==> src/hw/rtl/stlvd_pkg.sv <==
// ----------------------------------------------------------------------------
// stlvd_pkg
// types and constants of the subrecord tlv deframer
// ----------------------------------------------------------------------------
`default_nettype none

package stlvd_pkg;

  localparam int LEN_W  = 27;
  localparam int OFF_W  = 26;
  localparam int TYPE_W = 32;
  localparam int XS_W   = 32;
  localparam int SS_W   = 16;
  localparam int CNT_W  = 3;

  localparam logic [LEN_W-1:0]  MAX_RECORD_LEN = LEN_W'(67108864);
  localparam logic [LEN_W-1:0]  LEN_SAT        = {LEN_W{1'b1}};
  localparam logic [TYPE_W-1:0] MARKER_TYPE    = 32'h5858_5858;
  localparam logic [LEN_W-1:0]  HDR_BYTES      = LEN_W'(6);
  localparam logic [LEN_W-1:0]  XSIZE_BYTES    = LEN_W'(4);
  localparam logic [SS_W-1:0]   MARKER_SIZE    = SS_W'(4);
  localparam logic [CNT_W-1:0]  HDR_LAST       = CNT_W'(5);
  localparam logic [CNT_W-1:0]  XSIZE_LAST     = CNT_W'(3);
  localparam logic [CNT_W-1:0]  TYPE_BYTES     = CNT_W'(4);

  typedef enum logic {
    CMD_START = 1'b0,
    CMD_BYTE  = 1'b1
  } cmd_t;

  typedef enum logic [2:0] {
    KIND_BODY     = 3'd0,
    KIND_EMPTY    = 3'd1,
    KIND_BAD_SIZE = 3'd2,
    KIND_TRUNC    = 3'd3,
    KIND_OVERRUN  = 3'd4
  } kind_t;

  typedef enum logic [2:0] {
    PH_IDLE   = 3'd0,
    PH_HEADER = 3'd1,
    PH_XSIZE  = 3'd2,
    PH_BODY   = 3'd3,
    PH_DONE   = 3'd4
  } phase_t;

  typedef struct packed {
    cmd_t             cmd;
    logic [LEN_W-1:0] record_len;
    logic [7:0]       data_byte;
  } in_item_t;

  typedef struct packed {
    kind_t             kind;
    logic [TYPE_W-1:0] sub_type;
    logic [LEN_W-1:0]  sub_len;
    logic [OFF_W-1:0]  byte_offset;
    logic [7:0]        byte_value;
    logic              last_of_sub;
  } res_t;

  // slave tdata layout, lowest bit first: record_len, data_byte
  typedef struct packed {
    logic [4:0]       pad;
    logic [7:0]       data_byte;
    logic [LEN_W-1:0] record_len;
  } in_data_t;

  // master tdata layout, lowest bit first: sub_type, sub_len, byte_offset, byte_value
  typedef struct packed {
    logic [2:0]        pad;
    logic [7:0]        byte_value;
    logic [OFF_W-1:0]  byte_offset;
    logic [LEN_W-1:0]  sub_len;
    logic [TYPE_W-1:0] sub_type;
  } out_data_t;

endpackage

`default_nettype wire

==> src/hw/rtl/stlvd_in_reg.sv <==
// ----------------------------------------------------------------------------
// stlvd_in_reg
// input register holding one item for the deframer core
// ----------------------------------------------------------------------------
`default_nettype none

module stlvd_in_reg (
  input  wire logic               clk,
  input  wire logic               rst,
  input  wire logic               in_valid,
  output logic                    in_ready,
  input  wire stlvd_pkg::in_item_t in_item,
  output logic                    item_valid,
  output stlvd_pkg::in_item_t     item,
  input  wire logic               take
);

  assign in_ready = !item_valid || take;

  always_ff @(posedge clk) begin
    if (rst) begin
      item_valid <= 1'b0;
    end else if (in_ready) begin
      item_valid <= in_valid;
    end
  end

  always_ff @(posedge clk) begin
    if (in_valid && in_ready) begin
      item <= in_item;
    end
  end

endmodule

`default_nettype wire

==> src/hw/rtl/stlvd_core.sv <==
// ----------------------------------------------------------------------------
// stlvd_core
// header, marker and body tracking; while fire is high, one item per cycle
// ----------------------------------------------------------------------------
`default_nettype none

module stlvd_core (
  input  wire logic                clk,
  input  wire logic                rst,
  input  wire logic                fire,
  input  wire stlvd_pkg::in_item_t item,
  output logic                     res_valid,
  output stlvd_pkg::res_t          res
);

  stlvd_pkg::phase_t                   phase, phase_next;
  logic [stlvd_pkg::LEN_W-1:0]         record_length, record_length_next;
  logic [stlvd_pkg::LEN_W-1:0]         record_position, record_position_next;
  logic [stlvd_pkg::CNT_W-1:0]         header_count, header_count_next;
  logic [stlvd_pkg::TYPE_W-1:0]        type_capture, type_capture_next;
  logic [stlvd_pkg::SS_W-1:0]          short_size, short_size_next;
  logic [stlvd_pkg::XS_W-1:0]          extended_size, extended_size_next;
  logic [stlvd_pkg::LEN_W-1:0]         body_len, body_len_next;
  logic [stlvd_pkg::OFF_W-1:0]         body_offset, body_offset_next;

  logic                                is_start;
  logic [stlvd_pkg::LEN_W-1:0]         len_clamped;
  logic [stlvd_pkg::LEN_W-1:0]         pos_inc;
  logic [stlvd_pkg::LEN_W-1:0]         left_after;
  logic                                too_few;
  logic                                hdr_last;
  logic                                xs_last;
  logic                                body_last;
  logic                                is_marker;
  logic [stlvd_pkg::SS_W-1:0]          short_full;
  logic [stlvd_pkg::XS_W-1:0]          sz;
  logic                                overrun;
  logic [stlvd_pkg::LEN_W-1:0]         sz_sat;
  logic [stlvd_pkg::TYPE_W-1:0]        type_put;
  logic [stlvd_pkg::XS_W-1:0]          xs_put;

  assign is_start    = (item.cmd == stlvd_pkg::CMD_START);
  assign len_clamped = (item.record_len > stlvd_pkg::MAX_RECORD_LEN) ?
                       stlvd_pkg::MAX_RECORD_LEN : item.record_len;
  assign pos_inc     = record_position + stlvd_pkg::LEN_W'(1);
  assign left_after  = record_length - pos_inc;
  assign too_few     = left_after < stlvd_pkg::HDR_BYTES;
  assign hdr_last    = header_count == stlvd_pkg::HDR_LAST;
  assign xs_last     = header_count == stlvd_pkg::XSIZE_LAST;
  assign body_last   = ({1'b0, body_offset} + stlvd_pkg::LEN_W'(1)) == body_len;
  assign is_marker   = type_capture == stlvd_pkg::MARKER_TYPE;
  assign short_full  = {item.data_byte, short_size[7:0]};
  assign sz          = (extended_size != '0) ? extended_size
                                             : {{(stlvd_pkg::XS_W-stlvd_pkg::SS_W){1'b0}},
                                                short_full};
  assign overrun     = sz > {{(stlvd_pkg::XS_W-stlvd_pkg::LEN_W){1'b0}}, left_after};
  assign sz_sat      = (|sz[stlvd_pkg::XS_W-1:stlvd_pkg::LEN_W]) ? stlvd_pkg::LEN_SAT
                                                                 : sz[stlvd_pkg::LEN_W-1:0];

  always_comb begin
    type_put = type_capture;
    type_put[header_count[1:0]*8 +: 8] = item.data_byte;
    xs_put = extended_size;
    xs_put[header_count[1:0]*8 +: 8] = item.data_byte;
  end

  // next state
  always_comb begin
    phase_next = phase;
    if (fire) begin
      if (is_start) begin
        phase_next = (len_clamped < stlvd_pkg::HDR_BYTES) ? stlvd_pkg::PH_DONE
                                                          : stlvd_pkg::PH_HEADER;
      end else begin
        unique case (phase)
          stlvd_pkg::PH_HEADER: begin
            if (hdr_last) begin
              if (is_marker) begin
                if (short_full != stlvd_pkg::MARKER_SIZE) begin
                  phase_next = stlvd_pkg::PH_DONE;
                end else if (left_after < stlvd_pkg::XSIZE_BYTES) begin
                  phase_next = stlvd_pkg::PH_DONE;
                end else begin
                  phase_next = stlvd_pkg::PH_XSIZE;
                end
              end else if (overrun) begin
                phase_next = stlvd_pkg::PH_DONE;
              end else if (sz == '0) begin
                phase_next = too_few ? stlvd_pkg::PH_DONE : stlvd_pkg::PH_HEADER;
              end else begin
                phase_next = stlvd_pkg::PH_BODY;
              end
            end
          end
          stlvd_pkg::PH_XSIZE: begin
            if (xs_last) begin
              phase_next = too_few ? stlvd_pkg::PH_DONE : stlvd_pkg::PH_HEADER;
            end
          end
          stlvd_pkg::PH_BODY: begin
            if (body_last) begin
              phase_next = too_few ? stlvd_pkg::PH_DONE : stlvd_pkg::PH_HEADER;
            end
          end
          stlvd_pkg::PH_IDLE, stlvd_pkg::PH_DONE: begin
            phase_next = phase;
          end
          default: begin
            phase_next = stlvd_pkg::PH_IDLE;
          end
        endcase
      end
    end
  end

  // datapath and result
  always_comb begin
    record_length_next   = record_length;
    record_position_next = record_position;
    header_count_next    = header_count;
    type_capture_next    = type_capture;
    short_size_next      = short_size;
    extended_size_next   = extended_size;
    body_len_next        = body_len;
    body_offset_next     = body_offset;
    res_valid            = 1'b0;
    res.kind             = stlvd_pkg::KIND_BODY;
    res.sub_type         = type_capture;
    res.sub_len          = '0;
    res.byte_offset      = '0;
    res.byte_value       = '0;
    res.last_of_sub      = 1'b0;

    if (is_start) begin
      record_length_next   = len_clamped;
      record_position_next = '0;
      extended_size_next   = '0;
      header_count_next    = '0;
      type_capture_next    = '0;
      short_size_next      = '0;
      body_offset_next     = '0;
      body_len_next        = '0;
    end else begin
      unique case (phase)
        stlvd_pkg::PH_HEADER: begin
          record_position_next = pos_inc;
          header_count_next    = header_count + stlvd_pkg::CNT_W'(1);
          if (header_count < stlvd_pkg::TYPE_BYTES) begin
            type_capture_next = type_put;
          end else if (!hdr_last) begin
            short_size_next = {8'd0, item.data_byte};
          end else begin
            short_size_next   = short_full;
            header_count_next = '0;
            if (is_marker) begin
              if (short_full != stlvd_pkg::MARKER_SIZE) begin
                res_valid   = 1'b1;
                res.kind    = stlvd_pkg::KIND_BAD_SIZE;
                res.sub_len = stlvd_pkg::LEN_W'(short_full);
              end else if (left_after < stlvd_pkg::XSIZE_BYTES) begin
                res_valid   = 1'b1;
                res.kind    = stlvd_pkg::KIND_TRUNC;
                res.sub_len = stlvd_pkg::LEN_W'(short_full);
              end else begin
                extended_size_next = '0;
              end
            end else begin
              extended_size_next = '0;
              if (overrun) begin
                res_valid   = 1'b1;
                res.kind    = stlvd_pkg::KIND_OVERRUN;
                res.sub_len = sz_sat;
              end else if (sz == '0) begin
                res_valid         = 1'b1;
                res.kind          = stlvd_pkg::KIND_EMPTY;
                res.last_of_sub   = 1'b1;
                type_capture_next = '0;
                short_size_next   = '0;
              end else begin
                body_len_next    = sz[stlvd_pkg::LEN_W-1:0];
                body_offset_next = '0;
              end
            end
          end
        end
        stlvd_pkg::PH_XSIZE: begin
          record_position_next = pos_inc;
          header_count_next    = header_count + stlvd_pkg::CNT_W'(1);
          extended_size_next   = xs_put;
          if (xs_last) begin
            header_count_next = '0;
            type_capture_next = '0;
            short_size_next   = '0;
            if (too_few) begin
              extended_size_next = '0;
            end
          end
        end
        stlvd_pkg::PH_BODY: begin
          record_position_next = pos_inc;
          res_valid            = 1'b1;
          res.kind             = stlvd_pkg::KIND_BODY;
          res.sub_len          = body_len;
          res.byte_offset      = body_offset;
          res.byte_value       = item.data_byte;
          res.last_of_sub      = body_last;
          body_offset_next     = body_offset + stlvd_pkg::OFF_W'(1);
          if (body_last) begin
            header_count_next = '0;
            type_capture_next = '0;
            short_size_next   = '0;
          end
        end
        stlvd_pkg::PH_IDLE, stlvd_pkg::PH_DONE: begin
          res_valid = 1'b0;
        end
        default: begin
          res_valid = 1'b0;
        end
      endcase
    end
  end

  always_ff @(posedge clk) begin
    if (rst) begin
      phase           <= stlvd_pkg::PH_IDLE;
      record_length   <= '0;
      record_position <= '0;
      header_count    <= '0;
      type_capture    <= '0;
      short_size      <= '0;
      extended_size   <= '0;
      body_len        <= '0;
      body_offset     <= '0;
    end else if (fire) begin
      phase           <= phase_next;
      record_length   <= record_length_next;
      record_position <= record_position_next;
      header_count    <= header_count_next;
      type_capture    <= type_capture_next;
      short_size      <= short_size_next;
      extended_size   <= extended_size_next;
      body_len        <= body_len_next;
      body_offset     <= body_offset_next;
    end
  end

endmodule

`default_nettype wire

==> src/hw/rtl/stlvd_out_skid.sv <==
// ----------------------------------------------------------------------------
// stlvd_out_skid
// result register with a skid entry towards the master side
// ----------------------------------------------------------------------------
`default_nettype none

module stlvd_out_skid (
  input  wire logic            clk,
  input  wire logic            rst,
  input  wire logic            push,
  output logic                 ready,
  input  wire stlvd_pkg::res_t push_res,
  output logic                 out_valid,
  input  wire logic            out_ready,
  output stlvd_pkg::res_t      out_res
);

  logic            skid_valid;
  stlvd_pkg::res_t skid_res;
  logic            load;

  assign ready = !skid_valid;
  assign load  = !out_valid || out_ready;

  always_ff @(posedge clk) begin
    if (rst) begin
      out_valid  <= 1'b0;
      skid_valid <= 1'b0;
    end else if (load) begin
      out_valid  <= skid_valid || push;
      skid_valid <= 1'b0;
    end else if (push) begin
      skid_valid <= 1'b1;
    end
  end

  always_ff @(posedge clk) begin
    if (load) begin
      out_res <= skid_valid ? skid_res : push_res;
    end else if (push) begin
      skid_res <= push_res;
    end
  end

endmodule

`default_nettype wire

==> src/hw/rtl/subrecord_tlv_deframer.sv <==
// ----------------------------------------------------------------------------
// subrecord_tlv_deframer
// splits a record payload byte stream into typed subrecord body bytes
// ----------------------------------------------------------------------------
// One item is taken every cycle while the master side keeps up. A start item
// (tuser 0) gives the record length; each payload byte (tuser 1) yields at
// most one result: a body byte, an empty-subrecord notice or an error, after
// which the record's remaining bytes are dropped. An item passes an input
// register, a registered update of the header and body counters, and a
// result register with a skid entry before its result is presented on the
// master side. While one result waits on a stalled master side, the next
// result goes to the skid entry and the slave side then waits until the
// master side takes a transaction. Bytes that leave fewer than six in the
// record at a subrecord boundary are skipped silently.
`default_nettype none

module subrecord_tlv_deframer (
  input  wire logic        clk,
  input  wire logic        rst,
  input  wire logic        s_tvalid,
  output logic             s_tready,
  input  wire logic [39:0] s_tdata,   // record_len, data_byte
  input  wire logic        s_tuser,   // cmd
  output logic             m_tvalid,
  input  wire logic        m_tready,
  output logic [95:0]      m_tdata,   // sub_type, sub_len, byte_offset, byte_value
  output logic [2:0]       m_tuser,   // kind
  output logic             m_tlast    // last_of_sub
);

  stlvd_pkg::in_data_t in_data;
  stlvd_pkg::in_item_t in_item;
  stlvd_pkg::in_item_t item;
  stlvd_pkg::res_t     res;
  stlvd_pkg::res_t     out_res;
  stlvd_pkg::out_data_t out_data;
  logic                item_valid;
  logic                res_valid;
  logic                out_ready;
  logic                fire;

  assign in_data            = stlvd_pkg::in_data_t'(s_tdata);
  assign in_item.cmd        = stlvd_pkg::cmd_t'(s_tuser);
  assign in_item.record_len = in_data.record_len;
  assign in_item.data_byte  = in_data.data_byte;

  assign fire = item_valid && out_ready;

  stlvd_in_reg u_in_reg (
    .clk        (clk),
    .rst        (rst),
    .in_valid   (s_tvalid),
    .in_ready   (s_tready),
    .in_item    (in_item),
    .item_valid (item_valid),
    .item       (item),
    .take       (fire)
  );

  stlvd_core u_core (
    .clk       (clk),
    .rst       (rst),
    .fire      (fire),
    .item      (item),
    .res_valid (res_valid),
    .res       (res)
  );

  stlvd_out_skid u_out_skid (
    .clk       (clk),
    .rst       (rst),
    .push      (fire && res_valid),
    .ready     (out_ready),
    .push_res  (res),
    .out_valid (m_tvalid),
    .out_ready (m_tready),
    .out_res   (out_res)
  );

  assign out_data.pad         = '0;
  assign out_data.byte_value  = out_res.byte_value;
  assign out_data.byte_offset = out_res.byte_offset;
  assign out_data.sub_len     = out_res.sub_len;
  assign out_data.sub_type    = out_res.sub_type;

  assign m_tdata = out_data;
  assign m_tuser = out_res.kind;
  assign m_tlast = out_res.last_of_sub;

endmodule

`default_nettype wire

==> config.mk <==
export PLATFORM = sky130hd
export DESIGN_NAME = subrecord_tlv_deframer
export DESIGN_NICKNAME = d
export VERILOG_FILES = /design/src/hw/rtl/stlvd_pkg.sv /design/src/hw/rtl/stlvd_in_reg.sv /design/src/hw/rtl/stlvd_core.sv /design/src/hw/rtl/stlvd_out_skid.sv /design/src/hw/rtl/subrecord_tlv_deframer.sv
export SDC_FILE = /design/constraint.sdc
export NUM_CORES = 1
export LEC_CHECK = 0
export ABC_AREA = 0
export BUFFER_PORTS_ARGS = -buffer_cell sky130_fd_sc_hd__buf_2
export CAP_MARGIN = 40
export CORE_UTILIZATION = 35
export DETAILED_ROUTE_END_ITERATION = 6
export SYNTH_ARGS = -nofsm -noshare
export SYNTH_HDL_FRONTEND = slang
export SYNTH_HIERARCHICAL = 1
export SYNTH_SLANG_ARGS = --single-unit
==> constraint.sdc <==
create_clock -name clk -period 26.4 [get_ports clk]
set_clock_uncertainty 0.15 [all_clocks]
set_input_delay 2.64 -clock clk [delete_from_list [all_inputs] [get_ports clk]]
set_output_delay 2.64 -clock clk [all_outputs]
set_load 0.01 [all_outputs]
---- Word level (Yosys, flattened, before mapping) ----
Index checks and enable logic that the tools add are counted.
Widths: inputs -> output; s select.
cells by class
  multiplexer cells ....................... 99
  magnitude comparators ................... 6
  reduce and logical (&&, ||, !) cells .... 26
  $add $sub $neg .......................... 6
  bitwise operators ....................... 2
  equality and inequality tests ........... 36
  shifts and indexed selects .............. 2
operators by type and width
  kind                     number
  $mux 32                  17
  $mux 27                  15
  $mux 26                  6
  $mux 97                  1
  $pmux 32 s3              1
  $lt 27x3->1 const B      3
  $mux 3                   23
  $bwmux 32                2
  $mux 8                   8
  $pmux 32 s2              1
  $mux 62                  1
  $pmux 27 s2              1
  $pmux 26 s2              1
  $mux 34                  1
  $neg 5->34               1
  $shift 8x34->32 const A  1
  $shiftx 8x34->32         1
  $eq 32x31->1 const B     1
  $gt 32x27->1             1
  $logic_not 32->1         1
  $mux 16                  2
  $reduce_bool 32->1       1
  $ne 4x4->1 const B       7
  $add 26x1->27 const B    1
  other kinds (38)         79
storage, ports and cells
  word-level logic and storage cells ...... 204
  input bits .............................. 45
  register bits after elaboration ......... 418
  output and inout bits ................... 102

---- Logic depth before layout (Yosys ltp) ----
Gate-level depths: netlist (run 1).
  depth in word-level cells ............... 12
  gate-level depth with buffers ........... 29
  mapped depth without buffers ............ 28

---- By module ----
The synthesis (run 1) kept the hierarchy.
by module, submodules not included
  module                  sequential area each (µm²)  area an instance (µm²)  cells an instance  times used
  stlvd_core              3703.6                      13133.8                 1716               1
  stlvd_out_skid          5865.6                      7093.1                  311                1
  stlvd_in_reg            1101.1                      1136.1                  41                 1
  subrecord_tlv_deframer  0.0                         38.8                    6                  1

---- Least setup slack after synthesis (run 1) ----
OpenSTA, ideal clock, no wires.
  path kind ............................... input to register
  start point ............................. in m_tready
  end point ............................... reg u_out_skid/skid_res[0] (netlist name) (enable)
  arrival ................................. 9255 ps
  path buffers ............................ 0
  slack ................................... 16442 ps
  cell stages on the path ................. 2
  cell sequence ........................... nand2b_1 > nor2_1
on the way
  cells in the longest elaborated chain, start to end .. 3
RTL lines
  element                     RTL line                      text
  from (decl)                 subrecord_tlv_deframer.sv:25  input wire logic m_tready,
  $logic_or 1x1->1            stlvd_out_skid.sv:23          assign load = !out_valid || out_ready;
  $not 1->1 (no line)         --
  $reduce_and 2->1 (no line)  --
  to (signal assigned)        stlvd_out_skid.sv:41          skid_res <= push_res;
  to (decl)                   stlvd_out_skid.sv:19          stlvd_pkg::res_t skid_res;
No other way between the ends.
A chain may end at the register's enable or synchronous reset.

---- Worst setup path in the final report (run 1) ----
  start point ............................. reg u_core/record_position[1] (netlist name)
  end point ............................... reg u_out_skid/skid_res[51] (netlist name) (enable)
on the way
  cells in the longest elaborated chain, start to end .. 12
RTL lines
  element                         RTL line                      text
  from (decl)                     stlvd_core.sv:18              logic [stlvd_pkg::LEN_W-1:0] record_position, record_position_next;
  from (signal assigned)          stlvd_core.sv:238             record_position <= record_position_next;
  $add 27x1->27 (*)               stlvd_core.sv:45              assign pos_inc = record_position + stlvd_pkg::LEN_W'(1);
  $sub 27x27->27 (*)              stlvd_core.sv:46              assign left_after = record_length - pos_inc;
  $lt 27x3->1                     stlvd_core.sv:160             end else if (left_after < stlvd_pkg::XSIZE_BYTES) begin
  $mux 1                          stlvd_core.sv:160
  $mux 1                          stlvd_core.sv:156             if (short_full != stlvd_pkg::MARKER_SIZE) begin
  $mux 1 (*)                      stlvd_core.sv:155             if (is_marker) begin
  $mux 1 (*)                      stlvd_core.sv:150             end else if (!hdr_last) begin
  $mux 1 (*)                      stlvd_core.sv:148             if (header_count < stlvd_pkg::TYPE_BYTES) begin
  $pmux 1 s2 (*)                  stlvd_core.sv:144             unique case (phase)
  $mux 1 (*)                      stlvd_core.sv:134             if (is_start) begin
  net res_valid                   subrecord_tlv_deframer.sv:38  logic res_valid;
  $logic_and 1x1->1 (*)           subrecord_tlv_deframer.sv:72  .push (fire && res_valid),
  $reduce_and 2->1 (no line) (*)  --
Mark *: on every way through the listed nets, which the timed path passes. The rest lies on a longest branch.

==> metrics.md, run 1 <==
| Metric | Value |
|---|---|
| Top Ports | ~150 |
| Area contributors post-synth | edfxtp_1 (32%), dfxtp_1 (18%), mux2_2 (4.8%) |
| Buffers & Inverters on Critical Path | 3 |
| Delay of the slowest critical-path stage | 0.74 ns |
| Die Ht | 249 microns |
| Post-CTS setup buffer count | 0 |
| Number of synthesized register bits | 418 |
| Rel. slew slack | 39.0% |
| Main synth FF type | edfxtp_1 |
| GR Util All Layers | between 15 and 20% |
| Remaining global-route overflow | 0 |
| Post-synth top area cell | edfxtp_1 |
| Final setup fails | 0 |
| Synth Instances | just over 2,000 |
| Clk sinks | 418 |
| Min-Delay Endpoint | u_core/extended_size[28]$_SDFFE_PP0P_ |
| Synth top cells by count | edfxtp_1 (230), dfxtp_1 (188), nand2_1 (176), nor2_1 (166), a21oi_1 (126) |
| Worst-path clk slew | 0.06 ns |
| Placer's final routability congestion estimate | 0.872 |
| First-pass GRT wire length | 87.8 mm |
| Crit end category | flop |
| Unrepaired setup endpoints after global routing | no |
| FMAX | around 120 MHz |
| Total number of vias | roughly 16,000 |
| DR vias/cell | 5.50 |
| Crit-path slowest cell | buf_4 |
| Pins over their slew limit | 0 |
| Maxcap violations | 0 |
| Ys Warns | 6 |
| ANT cells | 0 |
| Initial antenna violation count | 0 |
| Antenna-violating nets left | 0 |
| Die area | 62,100 sq um |
| Area fraction of the dominant cell type after synthesis | approximately a third |
| PnR Total Power | ~1.5 mW |
| Most numerous cell in the Yosys netlist | edfxtp_1 |
| Hold crit path type | flop to flop |
| Fin Setup TNS | 0 ns |
| Clock root buffer | clkbuf_16 |
| # fillers | slightly below 6,000 |
| R2R depth | 26 |
| WP data required | 26.45 ns |
| Layout Area Growth over Synthesis | 13.9% |
| Worst Hold Launch | u_core/extended_size[28]$_SDFFE_PP0P_ |
| Cell Pwr Density | between 60 and 70 nW/um^2 |
| CTS resizes | 0 |
| R2R Path Start | u_core/record_position[1]$_SDFFE_PP0P_ |
| Post-route setup slack | 18.23 ns |
| Die X | 249 microns |
| Cell variety after synth | 91 |
| Layout cells sized above 1 | between 15 and 20% |
| Syn Area/Cell | ~10 sq um |
| Hold Fails Final Rpt | 0 |
| R2R Setup Slk | 18.23 ns |
| Routed wire per std cell | between 15 and 20 microns |
| Post-synth EDFFs | 230 |
| Worst vdd ir | 0.0000649 V |
| Slew @ Worst Pin | 0.916 ns |
| Min Tclk post-route | 8.17 ns |
| Cell count of the worst hold path | 2 |
| Leak | 9.49 nW |
| Area occupied by multi-input gates | 9950 sq um |
| Mapped cell area | between 20,000 and 25,000 sq um |
| Sequential share of the synthesized area | 49.9% |
| Routed WL | 56.3 mm |
| GRT busiest layer | met2 |
| Fin crit share | a little under a third |
| CTS buffer count | 46 |
| Largest net degree at the start of global routing | 83 |
| Nets@finish | 2,263 |
| Final Core Density | 40.4% |
| GR Util met3 | 2.93% |
| Met1 GRT Util | 24.9% |
| Outcome | finished clean |
| Register area | approximately 11,000 sq um |
| # port buffers | 138 |
| Total core area | 60,400 sq um |
| Crit start category | flop |
| Pre-CTS setup slack | around 18 ns |
| CTS tree | built |
| Worst-Skew Late Latency | 0.60 ns |
| Vias in the first global route | 15,300 |
| H-tree depth | 2 |
| Max FO, Critical Path | 66 |
| Starting Density | about 35% |
| First-pass DRT Iterations | 5 |
| # rows | 90 |
| DRC viols | 0 |
| Grt met2 use | 27.3% |
| RR Endpoint | u_out_skid/skid_res[51]$_DFFE_PP_ |
| Ys async rst share | 0% |
| Detailed Route Iter0 Violations | 1,229 |
| Hold buffers post-CTS | 0 |
| Crit Path Class | flop to flop |
| Arrival @ worst endpoint | between 8 and 9 ns |
| Max Buffers Root-to-Sink | 3 |
| Cell family with most CP delay | simple AND/OR/NAND/NOR gates |
| Post-DP HPWL | around 40 mm |
cell type report:
type	instances	area share, %
sequential	418	43.8
multi-input combinational	1463	40.8
clock buffer	59	5.08
tap	782	4.01
timing repair buffer	163	3.79
clock inverter	27	1.55
inverter	63	0.970
where the power goes:
part	switching [mW]	internal [mW]	total [mW]
Clock	0.276	0.405	0.681
Sequential	0.00714	0.688	0.695
Combinational	0.0701	0.0380	0.108
Total	0.353	1.13	1.48
cell families after synthesis:
| logic type | synth area share, % |
|---|---|
| mux | 7.17 |
| buf+inv | 3.81 |
| flops | 49.9 |
| compound gates | 15.3 |
| simple gates | 17.0 |
| xor+xnor | 3.15 |
| fa+ha+maj | 3.72 |
| other cells | 0.0175 |
worst max path at each step:
stage,start,depth (start not counted),endpoint
floorplan,m_tready,2,u_out_skid/skid_res[0]$_DFFE_PP_
global placement,u_core/record_position[2]$_SDFFE_PP0P_,28,u_out_skid/skid_res[16]$_DFFE_PP_
detailed placement,u_core/record_position[2]$_SDFFE_PP0P_,28,u_out_skid/skid_res[16]$_DFFE_PP_
CTS,u_core/record_position[2]$_SDFFE_PP0P_,28,u_out_skid/skid_res[53]$_DFFE_PP_
global route,u_core/record_position[1]$_SDFFE_PP0P_,26,u_out_skid/skid_res[10]$_DFFE_PP_
finish,u_core/record_position[1]$_SDFFE_PP0P_,26,u_out_skid/skid_res[51]$_DFFE_PP_
sequential cells by signal (all words and copies together) (netlist names):
signal and cells:
u_out_skid/out_res 97, u_out_skid/skid_res 97, u_in_reg/item 36, u_core/extended_size 32, u_core/type_capture 32, u_core/body_len 27
u_core/record_length 27, u_core/record_position 27, u_core/body_offset 26, u_core/short_size 8, u_core/header_count 3, u_core/phase 3
u_in_reg/item_valid 1, u_out_skid/out_valid 1, u_out_skid/skid_valid 1
worst min-delay path, delay by kind of cell, from the launching register on:
kind,cells,cell delay (ns)
flops,1,0.32
simple gates,1,0.06
compound gates,1,0.05
per-stage QoR:
| stage | cells | cell area [sq um] | hold WS [ns] |
|---|---|---|---|
| after floorplan | 2076 | 21400 | 0.282 |
| after global placement | 2880 | 22700 | 0.299 |
| after detailed placement | 2889 | 22800 | 0.310 |
| after CTS | 2975 | 24400 | 0.319 |
| after global routing | 2975 | 24400 | 0.342 |
| final | 2975 | 24400 | 0.319 |
metal layers:
metal,vias up,share of wire (%)
li1,7844,-
met1,7887,47
met2,531,45
met3,94,5.7
met4,0,2.7
met5,-,0
layout by cell type (no fill, tap or decap), types with 14 or more instances in the layout:
master and instances:
nor2_1 165, mux2_4 32, buf_4 17, a21o_1 17
nor2b_1 56, o211ai_1 27, buf_2 141, a31oi_1 17
a22o_1 19, inv_1 61, nor3_1 39, a221o_1 20
nand2_1 176, o21ai_0 108, xor2_1 29, nand3_1 51
nand4_1 49, a21oi_1 125, dfxtp_1 187, ha_1 62
nand2b_1 14, xnor2_1 48, a311oi_1 21, nor4_1 26
and2_1 51, clkbuf_16 46, mux2_2 91, a22oi_1 29
edfxtp_1 230
Power figures use the tool's default switching activity.
==> inputs of run 2 (changes only) <==
- clock period: 26.4 -> 7.9 ns (I/O delays scaled with it)
==> metrics.md, run 2 (same netlist as run 1, synthesis figures left out) <==
| Metric | Value |
|---|---|
| Placer's final routability congestion estimate | 0.872 |
| Layout cells sized above 1 | 19.5% |
| DR vias/cell | between 5 and 6 |
| Cell internal pwr | about 3.7 mW |
| Fin crit share | 87.8% |
| Worst-Skew Late Latency | 0.60 ns |
| Largest net degree at the start of global routing | 82 |
| Max FO, Critical Path | 24 |
| Worst-path clk slew | 0.06 ns |
| Antenna-violating nets left | 0 |
| Clk sinks | 418 |
| Starting Density | 35.5% |
| Pins over their slew limit | 0 |
| Post-DP HPWL | roughly 41 mm |
| Die area | between 60,000 and 70,000 sq um |
| # port buffers | ~140 |
| Hold crit path type | input pin to flop |
| First-pass GRT wire length | about 90 mm |
| Fin cells | 2,985 |
| Area occupied by multi-input gates | a little over 10,000 sq um |
| Final Core Density | 40.5% |
| H-tree depth | 2 |
| Crit start category | flop |
| Post-route setup slack | 0.967 ns |
| CTS resizes | 0 |
| Die Ht | 249 microns |
| Min Tclk post-route | roughly 7 ns |
| Crit Path Class | flop to flop |
| Hold Fails Final Rpt | 0 |
| R2R depth | 26 |
| Fin Setup TNS | 0 ns |
| Maxcap violations | 0 |
| Worst vdd ir | 0.000162 V |
| Biggest registers after layout | u_out_skid/out_res x97, u_out_skid/skid_res x97, u_in_reg/item x36 |
| # rows | 90 |
| Seq pwr share | between 40% and 50% |
| Unrepaired setup endpoints after global routing | no |
| Arrival @ worst endpoint | 7.31 ns |
| Nets@finish | 2,271 |
| DRC viols | 0 |
| CTS buffer count | 48 |
| Remaining global-route overflow | 0 |
| Top Ports | 147 |
| Crit end category | flop |
| Hold slack | 0.214 ns |
| CTS tree | built |
| ANT cells | 0 |
| Routed WL | 57.6 mm |
| Initial antenna violation count | 1 |
| Outcome | finished clean |
| Detailed Route Iter0 Violations | 1,348 |
| Cell area after placement | 22,900 sq um |
| WP data required | 8.28 ns |
| Post-CTS setup buffer count | 0 |
| Clock root buffer | clkbuf_16 |
| Die X | ~250 microns |
| Finished Cell Area | 24,500 sq um |
| Slew @ Worst Pin | 0.915 ns |
| GR Util All Layers | ~18% |
| PnR Total Power | 4.89 mW |
| Max Buffers Root-to-Sink | 3 |
| Routed wire per std cell | around 19 microns |
| Register area | 10,700 sq um |
| Most common cell after layout, fill and taps aside | edfxtp_1 |
| Total number of vias | 16,300 |
| Total core area | 60,400 sq um |
| Net Switching | 1.19 mW |
| Layout Area Growth over Synthesis | 14.3% |
| Comb power frac | 7.4% |
| Hold buffers post-CTS | 0 |
| Cell Pwr Density | around 200 nW/um^2 |
| Pre-CTS setup slack | 1.05 ns |
| Placed insts | between 2,000 and 3,000 |
| Final setup fails | 0 |
| Sw Share | between 20 and 25% |
| Leak | 9.49 nW |
| Cell count of the worst hold path | 1 |
| Rel. slew slack | between 30% and 40% |
| First-pass DRT Iterations | 6 |
| Vias in the first global route | 15,600 |
| FMAX | 144 MHz |
| Commonest non-fill, non-tap cells in the layout | edfxtp_1 (230), dfxtp_1 (182), nand2_1 (175), nor2_1 (163), buf_2 (140) |
| Power share of the clock group | 45.1% |
| # fillers | 5,851 |
==> run 2: cell types whose count changed in the layout (fill, tap and decap cells not counted), sizes merged <==
cell / delta
buf: +6
clkinv: +4
clkbuf: +6
clkinvlp: -2
bufinv: -5
inv: +1
==> run 2: final cells by class <==
class | count | share of cell area, %
sequential | 418 | 43.7
multi-input combinational | 1463 | 41.1
clock buffer | 65 | 5.51
tap | 782 | 4.00
timing repair buffer | 169 | 3.79
inverter | 63 | 0.967
clock inverter | 25 | 0.895
==> run 2: per-layer routing <==
layer | wire length [microns] | vias up | global-route usage (%)
met4 | 1680 | 0 | 6.47
met3 | 3070 | 91 | 3.01
li1 | - | 7871 | -
met2 | 26100 | 485 | 28.3
met5 | 0 | - | 0
met1 | 26800 | 7820 | 25.1
==> run 2: worst paths after layout <==
check / from / to / slack (ns)
worst min register to register: u_core/extended_size[31]$_SDFFE_PP0P_ / u_core/extended_size[31]$_SDFFE_PP0P_ / 0.33
worst max-delay path: u_core/record_position[1]$_SDFFE_PP0P_ / u_core/body_offset[3]$_SDFFE_PP0P_ / 0.97
worst max register to register: u_core/record_position[1]$_SDFFE_PP0P_ / u_core/body_offset[3]$_SDFFE_PP0P_ / 0.97
worst min-delay path: s_tdata[2] / u_in_reg/item[10]$_DFFE_PP_ / 0.21
==> run 2: power groups by stage <==
stage          logic (mW)  clock network [mW]  registers (mW)
3_3_place_gp        0.354                   0            2.37
5_1_grt             0.402                2.34            2.32
6_report            0.363                2.20            2.32
2_1_floorplan       0.259                   0            2.36
4_1_cts             0.363                2.26            2.32
3_5_place_dp        0.362                   0            2.37
==> run 2: worst max-delay path: stages, from the launching register on <==
cell	delay (ns)
dfxtp_4	0.38
ha_4	0.18
nand3_4	0.11
nor3_4	0.25
nand3_1	0.27
nor2_1	0.19
xnor2_1	0.16
ha_1	0.36
a21oi_1	0.36
o21ai_1	0.21
nor3_1	0.23
a21oi_1	0.15
o32ai_1	0.29
xnor2_1	0.25
inv_1	0.09
ha_1	0.31
nand4_1	0.18
nor4_2	0.28
a21oi_1	0.15
o211ai_1	0.19
o21bai_1	0.19
nand3_1	0.24
o21bai_1	0.39
a31o_2	0.21
buf_4	0.30
or4b_2	0.61
a21oi_1	0.16
==> inputs of run 3 (changes only) <==
- CAP_MARGIN: 40 -> not set
- CORE_MARGIN: not set -> 5
- clock period: 7.9 -> 5.66 ns (I/O delays scaled with it)
==> metrics.md, run 3 (same netlist as run 1, synthesis figures left out) <==
| Metric | Value |
|---|---|
| Unrepaired setup endpoints after global routing | yes |
| Layout cells sized above 1 | 30.6% |
| ANT cells | 0 |
| Cell Pwr Density | 253 nW/um^2 |
| Die X | 257 microns |
| Largest net degree at the start of global routing | 80 |
| FMAX | between 150 and 200 MHz |
| Area occupied by multi-input gates | between 10,000 and 15,000 sq um |
| First-pass GRT wire length | 94.6 mm |
| # rows | 90 |
| Initial antenna violation count | 0 |
| Top cell by count, worst path | ha_4 |
| Crit Path Class | flop to flop |
| Clk sinks | 418 |
| Arrival @ worst endpoint | 5.93 ns |
| Hold slack | 0.0290 ns |
| Biggest registers after layout | u_out_skid/out_res x97, u_out_skid/skid_res x97, u_in_reg/item x36 |
| Hold Fails Final Rpt | 0 |
| Worst-Skew Late Latency | 0.60 ns |
| CP Depth | 28 |
| Die Ht | 257 microns |
| DR vias/cell | 5.43 |
| Leak | 10.7 nW |
| # fillers | 5,598 |
| Rel. slew slack | between 20% and 30% |
| Min Tclk post-route | approximately 5.8 ns |
| Hold crit path type | input pin to flop |
| Commonest non-fill, non-tap cells in the layout | edfxtp_1 (230), buf_4 (182), dfxtp_1 (182), nand2_1 (171), nor2_1 (156) |
| Worst vdd ir | 0.000227 V |
| CTS buffer count | 45 |
| Top Ports | 147 |
| Crit start category | flop |
| Max FO, Critical Path | 7 |
| Register area | 10,700 sq um |
| Worst-path clk slew | 0.06 ns |
| GR Util All Layers | 17.4% |
| Routed wire per std cell | 19.1 microns |
| Post-route setup slack | -0.124 ns |
| Most common cell after layout, fill and taps aside | edfxtp_1 |
| Nets@finish | approximately 2,500 |
| Total core area | 60,500 sq um |
| Remaining global-route overflow | 0 |
| Total number of vias | 17,300 |
| Delay of the slowest critical-path stage | 0.38 ns |
| Max Buffers Root-to-Sink | 3 |
| Fin crit share | 102% |
| R2R Setup Slk | -0.12 ns |
| Slew @ Worst Pin | 1.19 ns |
| First-pass DRT Iterations | 7 |
| WP data required | slightly below 6 ns |
| Pins over their slew limit | 0 |
| Buffers & Inverters on Critical Path | 6 |
| Vias in the first global route | 16,800 |
| CTS tree | built |
| Cell family with most CP delay | simple AND/OR/NAND/NOR gates |
| H-tree depth | 2 |
| Final setup fails | 165 |
| Post-DP HPWL | 42.7 mm |
| Maxcap violations | 0 |
| Pre-CTS setup slack | -0.228 ns |
| Outcome | complete, but fails checks |
| Placer's final routability congestion estimate | 0.894 |
| Routed WL | 61.0 mm |
| Clock root buffer | clkbuf_16 |
| Crit end category | flop |
| R2R depth | 28 |
| # port buffers | 138 |
| Starting Density | 35.4% |
| Final Core Density | between 40% and 50% |
| DRC viols | 0 |
| Detailed Route Iter0 Violations | 1,748 |
| Layout Area Growth over Synthesis | 27.0% |
| Cell count of the worst hold path | 1 |
| Antenna-violating nets left | 0 |
| Die area | about 66,000 sq um |
| Crit-path slowest cell | dfxtp_4 |
| Violated checks | setup timing |
## run 3: changes by cell type in the layout (fill, tap and decap cells not counted), moves of 10 or more
| cell | change |
|---|---|
| o21ai_2 | +21 |
| a311oi_1 | -15 |
| a21oi_1 | -19 |
| buf_4 | +155 |
| ha_1 | -10 |
| a21oi_2 | +16 |
| dlygate4sd3_1 | +28 |
| o21ai_0 | -30 |
| a311oi_2 | +15 |
## run 3: per-layer routing
layer  GRT usage (%)  part of all wire [%]  routed length, microns  vias up
met5               0                     0                       0        -
li1                -                     -                       -     8270
met2            28.9                    47                   28500      537
met4            5.56                   3.2                    1930        0
met1            23.2                    44                   26800     8397
met3            3.14                   6.3                    3810      121
## run 3: path summary, 6_finish.rpt
check / startpoint / endpoint
max reg2reg: u_core/record_position[0]$_SDFFE_PP0P_ / u_out_skid/skid_res[32]$_DFFE_PP_
min: s_tdata[34] / u_in_reg/item[7]$_DFFE_PP_
max: u_core/record_position[0]$_SDFFE_PP0P_ / u_out_skid/skid_res[32]$_DFFE_PP_
min reg2reg: u_core/extended_size[31]$_SDFFE_PP0P_ / u_core/extended_size[31]$_SDFFE_PP0P_
## run 3: power breakdown
group	switching (mW)	internal, mW	leakage [nW]
logic	0.387	0.311	6.00
registers	0.0351	3.21	3.99
clock network	1.29	1.66	0.724
## run 3: cell type report
type / instances / area share [%]
multi-input cells: 1463 / 40.0
well taps: 782 / 3.60
clock buffers: 56 / 4.52
inverters: 63 / 0.870
flip-flops and latches: 418 / 39.3
clock inverters: 28 / 0.958
repair buffers: 380 / 10.7
## run 3: timing repair
item	in CTS	in global routing
cloned	2	4
resized for setup	93	131
setup endpoints to repair	222	243
endpoints found under the hold margin	28	0
setup buffers	12	16
hold buffers	28	0
pin swaps	29	39
## run 3: stage by stage
stage               cell area, sq um  std cells  power (mW)  setup TNS (ns)
floorplan                      21500       2076        3.65         -348.19
global placement               24100       3046        3.88          -18.23
detailed placement             24100       3046        3.89          -27.71
CTS                            26400       3171        6.92          -0.482
global route                   27200       3190        7.16          -45.92
finish                         27200       3190        6.89          -10.33
